## src/rtl/core/hrrn_pkg.sv

```systemverilog
// ----------------------------------------------------------------------------
// hrrn_pkg: shared codes and constants of the job dispatcher
// Item modes and result kinds used on the request and response words.
// ----------------------------------------------------------------------------
package hrrn_pkg;

   localparam logic [1:0] MODE_LOAD     = 2'd0;
   localparam logic [1:0] MODE_DISPATCH = 2'd1;
   localparam logic [1:0] MODE_COMPLETE = 2'd2;

   localparam logic [2:0] KIND_LOADED     = 3'd0;
   localparam logic [2:0] KIND_FULL       = 3'd1;
   localparam logic [2:0] KIND_DISPATCHED = 3'd2;
   localparam logic [2:0] KIND_NONE_DISP  = 3'd3;
   localparam logic [2:0] KIND_COMPLETED  = 3'd4;
   localparam logic [2:0] KIND_NONE_RUN   = 3'd5;

   localparam logic [1:0] CSR_RAM   = 2'd0;
   localparam logic [1:0] CSR_TAPE  = 2'd1;
   localparam logic [1:0] CSR_PRINT = 2'd2;

   localparam int MAX_ADMIT = 16;

endpackage

```

## src/rtl/core/hrrn_job_dispatcher.sv

```systemverilog
// ----------------------------------------------------------------------------
// hrrn_job_dispatcher: highest response ratio next job table
// Load, dispatch and complete jobs in a slot table with one shared
// slot-scan sequencer and one shared cross-multiply compare.
// ----------------------------------------------------------------------------
// Sequencing: load writes the lowest free slot; complete makes one scan pass and
// one update pass over the slots; dispatch makes one compare scan over the slots
// per admitted job plus one failing scan (none after the 16th), then sends the
// closing word. Each dispatched word is held until the next scan shows whether
// it is the last. One item at a time: a new request is taken only in idle.
// Output stalls hold the sequencer.
// Reset: synchronous; clears slot valid/running bits, usage, clock, counter
// and restores the capacity registers to 64 memory, 4 tapes, 2 printers.
module hrrn_job_dispatcher #(
   parameter int JOB_SLOTS = 16
) (
   input  logic        clock,
   input  logic        reset,
   input  logic        req_valid,
   output logic        req_stall,
   input  logic [1:0]  req_mode,
   input  logic [7:0]  req_job_id,
   input  logic [7:0]  req_job_size,
   input  logic [3:0]  req_tape_needs,
   input  logic [3:0]  req_print_needs,
   input  logic [15:0] req_run_length,
   input  logic [15:0] req_waited_in,
   output logic        rsp_valid,
   input  logic        rsp_stall,
   output logic [2:0]  rsp_kind,
   output logic [7:0]  rsp_job_out,
   output logic [31:0] rsp_time_now,
   output logic        rsp_last,
   input  logic        csr_write,
   input  logic [1:0]  csr_index,
   input  logic [7:0]  csr_data
);

   localparam int IW = (JOB_SLOTS > 1) ? $clog2(JOB_SLOTS) : 1;
   localparam int CW = $clog2(JOB_SLOTS + 1);
   localparam int AW = $clog2(hrrn_pkg::MAX_ADMIT + 1);

   typedef enum logic [3:0] {
      ST_IDLE, ST_LOAD, ST_DSCAN, ST_DCMP, ST_DDONE,
      ST_CSCAN, ST_CUPD, ST_OUT
   } state_type;

   state_type   state_ff;
   logic [7:0]  ram_cap_ff;
   logic [3:0]  tape_cap_ff, print_cap_ff;
   logic [8:0]  ram_used_ff;
   logic [4:0]  tape_used_ff, print_used_ff;
   logic [31:0] clock_ff;
   logic [15:0] order_ff;
   logic [JOB_SLOTS-1:0] valid_ff, run_ff;

   logic [7:0]  sjob_ff   [JOB_SLOTS];
   logic [7:0]  ssize_ff  [JOB_SLOTS];
   logic [3:0]  stape_ff  [JOB_SLOTS];
   logic [3:0]  sprint_ff [JOB_SLOTS];
   logic [15:0] srem_ff   [JOB_SLOTS];
   logic [31:0] swait_ff  [JOB_SLOTS];
   logic [15:0] sord_ff   [JOB_SLOTS];

   // request latch
   logic [7:0]  id_ff, size_ff;
   logic [3:0]  tneed_ff, pneed_ff;
   logic [15:0] run_len_ff, wait_in_ff;

   // scan state
   logic [CW-1:0] idx_ff;
   logic          has_best_ff;
   logic [IW-1:0] best_ff;
   logic [AW-1:0] admit_ff;
   logic [15:0]   tdelta_ff;
   logic          gt_ab_ff, gt_ba_ff;

   // pending result, moved to the response word when the output frees
   logic [2:0]  pkind_ff;
   logic [7:0]  pjob_ff;

   logic        rv_ff, rlast_ff;
   logic [2:0]  rkind_ff;
   logic [7:0]  rjob_ff;
   logic [31:0] rtime_ff;

   assign req_stall    = (state_ff != ST_IDLE);
   assign rsp_valid    = rv_ff;
   assign rsp_kind     = rkind_ff;
   assign rsp_job_out  = rjob_ff;
   assign rsp_time_now = rtime_ff;
   assign rsp_last     = rlast_ff;

   wire [IW-1:0] ci = idx_ff[IW-1:0];

   // output register free this cycle, and a new word loaded into it
   wire out_free = !rv_ff || !rsp_stall;
   wire rsp_load = out_free && ((state_ff == ST_OUT) ||
                   ((state_ff == ST_DDONE) && has_best_ff && (admit_ff != '0)));

   // free resources, floored at zero
   wire [8:0] free_ram = ({1'b0, ram_cap_ff} > ram_used_ff) ?
                         ({1'b0, ram_cap_ff} - ram_used_ff) : 9'd0;
   wire [4:0] free_tp  = ({1'b0, tape_cap_ff} > tape_used_ff) ?
                         ({1'b0, tape_cap_ff} - tape_used_ff) : 5'd0;
   wire [4:0] free_pr  = ({1'b0, print_cap_ff} > print_used_ff) ?
                         ({1'b0, print_cap_ff} - print_used_ff) : 5'd0;

   wire cand_wait = valid_ff[ci] && !run_ff[ci] &&
                    ({1'b0, ssize_ff[ci]} <= free_ram) &&
                    ({1'b0, stape_ff[ci]} <= free_tp) &&
                    ({1'b0, sprint_ff[ci]} <= free_pr);

   // shared cross-multiply: (w+r)*r' for both orders, 33x16 each
   wire [32:0] num_c = {1'b0, swait_ff[ci]} + {17'd0, srem_ff[ci]};
   wire [32:0] num_b = {1'b0, swait_ff[best_ff]} + {17'd0, srem_ff[best_ff]};
   wire [48:0] prod_c = num_c * srem_ff[best_ff];
   wire [48:0] prod_b = num_b * srem_ff[ci];

   // complete scan compare
   wire cand_run = valid_ff[ci] && run_ff[ci];
   wire run_better = !has_best_ff || (srem_ff[ci] < srem_ff[best_ff]) ||
                     ((srem_ff[ci] == srem_ff[best_ff]) &&
                      (sord_ff[ci] > sord_ff[best_ff]));

   // lowest free slot
   logic          free_found;
   logic [IW-1:0] free_idx;
   always_comb begin
      free_found = 1'b0;
      free_idx   = '0;
      for (int i = JOB_SLOTS - 1; i >= 0; i--) begin
         if (!valid_ff[i]) begin
            free_found = 1'b1;
            free_idx   = IW'(i);
         end
      end
   end

   wire [32:0] clk_sum = {1'b0, clock_ff} + {17'd0, tdelta_ff};

   // sequencer, table and response word
   always_ff @(posedge clock) begin
      if (reset) begin
         state_ff      <= ST_IDLE;
         ram_cap_ff    <= 8'd64;
         tape_cap_ff   <= 4'd4;
         print_cap_ff  <= 4'd2;
         ram_used_ff   <= '0;
         tape_used_ff  <= '0;
         print_used_ff <= '0;
         clock_ff      <= '0;
         order_ff      <= '0;
         valid_ff      <= '0;
         run_ff        <= '0;
         rv_ff         <= 1'b0;
      end else begin
         if (csr_write) begin
            case (csr_index)
               hrrn_pkg::CSR_RAM:   ram_cap_ff   <= csr_data;
               hrrn_pkg::CSR_TAPE:  tape_cap_ff  <= csr_data[3:0];
               hrrn_pkg::CSR_PRINT: print_cap_ff <= csr_data[3:0];
               default: ;
            endcase
         end
         // raise the response word when one is loaded, drop it once taken
         if (rsp_load) rv_ff <= 1'b1;
         else if (rv_ff && !rsp_stall) rv_ff <= 1'b0;
         case (state_ff)
            ST_IDLE: begin
               if (req_valid) begin
                  id_ff       <= req_job_id;
                  size_ff     <= req_job_size;
                  tneed_ff    <= req_tape_needs;
                  pneed_ff    <= req_print_needs;
                  run_len_ff  <= req_run_length;
                  wait_in_ff  <= req_waited_in;
                  idx_ff      <= '0;
                  has_best_ff <= 1'b0;
                  best_ff     <= '0;
                  admit_ff    <= '0;
                  case (req_mode)
                     hrrn_pkg::MODE_LOAD:     state_ff <= ST_LOAD;
                     hrrn_pkg::MODE_DISPATCH: state_ff <= ST_DSCAN;
                     hrrn_pkg::MODE_COMPLETE: state_ff <= ST_CSCAN;
                     default:                 state_ff <= ST_IDLE;
                  endcase
               end
            end
            ST_LOAD: begin
               if (free_found) begin
                  valid_ff[free_idx]  <= 1'b1;
                  run_ff[free_idx]    <= 1'b0;
                  sjob_ff[free_idx]   <= id_ff;
                  ssize_ff[free_idx]  <= size_ff;
                  stape_ff[free_idx]  <= tneed_ff;
                  sprint_ff[free_idx] <= pneed_ff;
                  srem_ff[free_idx]   <= (run_len_ff == 16'd0) ? 16'd1 : run_len_ff;
                  swait_ff[free_idx]  <= {16'd0, wait_in_ff};
                  sord_ff[free_idx]   <= order_ff;
                  order_ff            <= order_ff + 16'd1;
                  pkind_ff <= hrrn_pkg::KIND_LOADED;
               end else begin
                  pkind_ff <= hrrn_pkg::KIND_FULL;
               end
               pjob_ff  <= id_ff;
               state_ff <= ST_OUT;
            end
            // compare the two products for the current slot
            ST_DSCAN: begin
               if (idx_ff == CW'(JOB_SLOTS)) begin
                  state_ff <= ST_DDONE;
               end else begin
                  gt_ab_ff <= prod_c > prod_b;
                  gt_ba_ff <= prod_b > prod_c;
                  state_ff <= ST_DCMP;
               end
            end
            // keep the best candidate and advance
            ST_DCMP: begin
               if (cand_wait && (!has_best_ff || gt_ab_ff ||
                   (!gt_ba_ff && sord_ff[ci] < sord_ff[best_ff]))) begin
                  has_best_ff <= 1'b1;
                  best_ff     <= ci;
               end
               idx_ff   <= idx_ff + CW'(1);
               state_ff <= ST_DSCAN;
            end
            // admit the winner; the held word goes out once another follows
            ST_DDONE: begin
               if (has_best_ff) begin
                  if (admit_ff == '0 || out_free) begin
                     if (admit_ff != '0) begin
                        rkind_ff <= pkind_ff;
                        rjob_ff  <= pjob_ff;
                        rlast_ff <= 1'b0;
                        rtime_ff <= clock_ff;
                     end
                     run_ff[best_ff] <= 1'b1;
                     sord_ff[best_ff] <= order_ff;
                     order_ff      <= order_ff + 16'd1;
                     ram_used_ff   <= ram_used_ff + {1'b0, ssize_ff[best_ff]};
                     tape_used_ff  <= tape_used_ff + {1'b0, stape_ff[best_ff]};
                     print_used_ff <= print_used_ff + {1'b0, sprint_ff[best_ff]};
                     pkind_ff <= hrrn_pkg::KIND_DISPATCHED;
                     pjob_ff  <= sjob_ff[best_ff];
                     admit_ff <= admit_ff + AW'(1);
                     idx_ff      <= '0;
                     has_best_ff <= 1'b0;
                     if (admit_ff == AW'(hrrn_pkg::MAX_ADMIT - 1)) begin
                        state_ff <= ST_OUT;
                     end else begin
                        state_ff <= ST_DSCAN;
                     end
                  end
               end else begin
                  if (admit_ff == '0) begin
                     pkind_ff <= hrrn_pkg::KIND_NONE_DISP;
                     pjob_ff  <= '0;
                  end
                  state_ff <= ST_OUT;
               end
            end
            ST_CSCAN: begin
               if (idx_ff == CW'(JOB_SLOTS)) begin
                  if (has_best_ff) begin
                     tdelta_ff <= srem_ff[best_ff];
                     valid_ff[best_ff] <= 1'b0;
                     run_ff[best_ff]   <= 1'b0;
                     ram_used_ff  <= (ram_used_ff > {1'b0, ssize_ff[best_ff]}) ?
                        ram_used_ff - {1'b0, ssize_ff[best_ff]} : 9'd0;
                     tape_used_ff <= (tape_used_ff > {1'b0, stape_ff[best_ff]}) ?
                        tape_used_ff - {1'b0, stape_ff[best_ff]} : 5'd0;
                     print_used_ff <= (print_used_ff > {1'b0, sprint_ff[best_ff]}) ?
                        print_used_ff - {1'b0, sprint_ff[best_ff]} : 5'd0;
                     pkind_ff <= hrrn_pkg::KIND_COMPLETED;
                     pjob_ff  <= sjob_ff[best_ff];
                     idx_ff   <= '0;
                     state_ff <= ST_CUPD;
                  end else begin
                     pkind_ff <= hrrn_pkg::KIND_NONE_RUN;
                     pjob_ff  <= '0;
                     state_ff <= ST_OUT;
                  end
               end else begin
                  if (cand_run && run_better) begin
                     has_best_ff <= 1'b1;
                     best_ff     <= ci;
                  end
                  idx_ff <= idx_ff + CW'(1);
               end
            end
            // age every remaining slot, one per cycle
            ST_CUPD: begin
               if (idx_ff == CW'(JOB_SLOTS)) begin
                  clock_ff <= clk_sum[32] ? 32'hFFFF_FFFF : clk_sum[31:0];
                  state_ff <= ST_OUT;
               end else begin
                  if (valid_ff[ci]) begin
                     swait_ff[ci] <= ({1'b0, swait_ff[ci]} + {17'd0, tdelta_ff} >
                                     33'h0_FFFF_FFFF) ? 32'hFFFF_FFFF :
                                     swait_ff[ci] + {16'd0, tdelta_ff};
                     if (run_ff[ci])
                        srem_ff[ci] <= (srem_ff[ci] > tdelta_ff) ?
                                       srem_ff[ci] - tdelta_ff : 16'd0;
                  end
                  idx_ff <= idx_ff + CW'(1);
               end
            end
            // send the closing word of the item
            ST_OUT: begin
               if (out_free) begin
                  rkind_ff <= pkind_ff;
                  rjob_ff  <= pjob_ff;
                  rlast_ff <= 1'b1;
                  rtime_ff <= clock_ff;
                  state_ff <= ST_IDLE;
               end
            end
            default: state_ff <= ST_IDLE;
         endcase
      end
   end

endmodule

```

## config.mk

```make
export PLATFORM = sky130hd
export DESIGN_NAME = hrrn_job_dispatcher
export DESIGN_NICKNAME = d
export VERILOG_FILES = /design/src/rtl/core/hrrn_pkg.sv /design/src/rtl/core/hrrn_job_dispatcher.sv
export SDC_FILE = /design/constraint.sdc
export NUM_CORES = 2
export LEC_CHECK = 0
export ABC_AREA = 1
export BUFFER_PORTS_ARGS = -buffer_cell sky130_fd_sc_hd__clkbuf_2
export CORE_MARGIN = 2
export CORE_UTILIZATION = 37
export DETAILED_ROUTE_END_ITERATION = 10
export SYNTH_ARGS = -nofsm -noshare
export SYNTH_HDL_FRONTEND = slang
export SYNTH_SLANG_ARGS = --single-unit
export TNS_END_PERCENT = 5
```

## constraint.sdc

```tcl
create_clock -name clock -period 14.8 [get_ports clock]
set_clock_uncertainty 0.1 [all_clocks]
set_input_delay 2.96 -clock clock [delete_from_list [all_inputs] [get_ports clock]]
set_output_delay 2.96 -clock clock [all_outputs]
set_load 0.02 [all_outputs]
```

==> impl_metrics.yaml <==
run_status:
  status: "complete, no violations"
timing:
  fmax_mhz: 76.7
  slew_headroom_pct: 14.6
  fin_crit_sh_pct: 88.1
  maxSlewViolCount: 0
  final.setup.tns_ps: 0
  setup_viol: 0
  grt_setup_unrepaired: "false"
  fin_crit_ps: 13040
  worst_pin_slew_ps: 1280
  finalHoldViolations: 0
synthesis:
  async_flop_share_pct: 0
  netlist_area_mm2: 0.121
  syn_nets: 14836
  synth_edf_count: 1552
  synth-main-ff-cell: "edfxtp_1"
  yosysMostFrequentCell: "inv_1"
  synth_compound_area_share_pct: 16.1
  synth_top_cell_by_area: "edfxtp_1"
  muxShareOfSynthArea_pct: 0.371
  synthAdderAreaFrac_pct: 19.4
  synth_top_area_share_pct: 38.4
  synth_xor_area_share_pct: 1.25
  avgSynthCellArea_um2: 9.05
  synth_cell_types: 63
  synth_top_family_by_area: "adder cells"
  synth-seq-area-share_pct: 40.5
  syn_inst: 13412
  ys_top_cells_by_count: "inv_1, nand2_1, o21ai_0"
  yosys_warnings: 0
  ys_seq_elements: 1679
  synth_area_leaders: "edfxtp_1, fa_1, o21ai_0"
  synth_simple_gate_area_share_pct: 12.7
route:
  routed-via-count: 97829
  drtIter0Drc: 11044
  ant_nets: 0
  viasPerCell: 5.53
  wl_um: 409000
  drc_errors: 0
  drt-wirelength-per-cell_um: 23.1
  first_pass_iters: 6
clocking:
  cts.repair.resized: 0
  clockRootBuffer: "clkbuf_16"
  clk_path_buf_depth: 4
  cts.sinks: 1679
  clk_pin_slew_ps: 70
  insertion_delay_ps: 900
  postCtsHoldBufs: 0
  postCtsSetupBuffers: 0
  numCtsBuffers: 185
  htreeDepth: 4
  cts_tree: "done"
worst_setup_path:
  required_ps: 15300
  max_stage_delay_ps: 780
  regToRegSetupSlack_ps: 1760
  cp-start-kind: "flip-flop"
  worstPathArrival_ps: 13540
  slowest_stage: "dfxtp_4"
  critPathMaxFanout: 140
  crit-reg2reg-capture: "gt_ba_ff"
  endpoint_kind: "flip-flop"
  crit_type: "reg -> reg"
  worstRegToRegCells: 50
placement:
  portBuffers: 118
  gp_congestion: 0.938
  hpwl_um: 269000
floorplanning:
  io_pins: 119
  initial_core_util_pct: 37.1
  num_rows: 210
  die_x_um: 577
  die_y_um: 577
  dieArea_mm2: 0.333
  core-area_mm2: 0.327
finish:
  syn_to_final_growth_pct: 8.63
  fin_nets: 14625
  drive_gt1_share_pct: 6.06
global_route:
  grt_overflow_total: 0
  antenna_found_initial: 12
  grt_pass1_wl_um: 607000
  track_usage_pct: 24.1
  grt_pass1_vias: 94599
  grt_max_degree: 214
worst_hold_path:
  hold_end: "rsp_job_out[0]"
  hold_start: "pjob_ff[0]"
  holdPathStages: 0
  min_path_type: "reg -> reg"
run:
  drv_cap: 0
worst max-delay path by stage:
stage | slack [ps] | endpoint | start | depth (start not counted)
finish | 1760 | gt_ba_ff | flip-flop | 50
global route | 1060 | gt_ba_ff | flip-flop | 50
CTS | 2080 | gt_ba_ff | flip-flop | 53
detailed placement | 2090 | gt_ba_ff | flip-flop | 53
global placement | 1990 | gt_ba_ff | flip-flop | 53
floorplan | 4320 | gt_ba_ff | flip-flop | 56
metrics by stage:
stage               utilization, %  worst slack, ps  instance area [µm²]  instances  hold WS [ps]
global placement              38.6             1990               126000      17360           312
floorplan                        -             4320               121000      13412           300
CTS                           40.3             2080               132000      17687           325
finish                        40.3             1760               132000      17694           325
global route                  40.3             1060               132000      17687           339
detailed placement            38.6             2090               126000      17360           311
critical path: cells and delay by family, from the launching register on:
kind | cells | cell delay [ps]
adder cells (fa/ha/maj) | 9 | 4060
AND/OR/NAND/NOR | 13 | 2180
flip-flops | 1 | 780
AO/OA/AOI/OAI | 16 | 3070
buffers and inverters | 11 | 2160
XOR/XNOR | 1 | 260
kinds of logic (layout without fill, tap and decap cells):
family / Yosys count / count (layout)
other: 0 / 7
xor gates and xnor gates: 172 / 172
and+or+nand+nor: 3749 / 3749
AOI/OAI and AO/OA: 3522 / 3522
adders and majority gates: 1351 / 1351
muxes: 45 / 45
buffers and inverters: 2894 / 2823
DFF: 1679 / 1679
registers in the layout, indices dropped and copies added, names as in the netlist, 9 cells and up, named ones only:
signal        count
swait_ff        512
order_ff         16
stape_ff         64
run_ff           16
sord_ff         256
wait_in_ff       16
run_len_ff       16
ram_used_ff       9
rsp_time_now     32
valid_ff         16
sjob_ff         128
clock_ff         32
ssize_ff        128
srem_ff         256
tdelta_ff        16
sprint_ff        64
routing by layer:
metal  part of all wire [%]  up-vias  wire, µm  GRT usage, %
met1                     41    47746    168000          32.2
met4                    4.7       10     19300          10.3
met3                    8.8      886     36000          4.18
met2                     45     4640    186000          38.5
met5                  0.026        -       108             0
li1                       -    44547         -             -
layout make-up:
class	count	area, µm²
tap	4346	5440
clock inverter	88	776
clock buffer	239	4940
antenna	7	17.5
inverter	2170	8180
sequential	1679	49200
fill	32463	195000
timing repair buffer	326	2280
multi-input combinational	8839	61000
cell usage in the layout (no fill, tap or decap), types with 14 or more instances in the layout:
cell type  synthesis  layout
clkinv_1          30      59
mux2i_1           45      45
clkbuf_1         298      45
nand4_1           70      70
a31oi_1           49      49
o21ai_1           42      44
o211ai_1         261     261
nand2_1         1837    1832
fa_1             878     878
edfxtp_1        1552    1552
o22ai_1           32      32
nor2_1          1134    1075
nor4_1            20      17
nor3_1            75      68
o21bai_1          29      29
inv_1           2105    2102
clkbuf_2           0     118
inv_2             35      34
a21o_1            24      24
buf_4             49     198
clkinv_2           0      30
dfxtp_1          127     119
xnor2_1           79      75
nor2_2             9      24
or2_2             21      21
a221oi_1          14      14
o21a_1            15      15
a21oi_1         1152    1152
ha_1             473     473
o221ai_1         217     217
nand3_1          502     501
clkbuf_16          0     187
nor2_4             8      52
nand2_2           35      40
o21ai_0         1639    1634
xor2_1            91      88
Power is left out: the tool's default activity adds up to more than one toggle a clock period on the data nets, which glitch-free logic cannot reach.
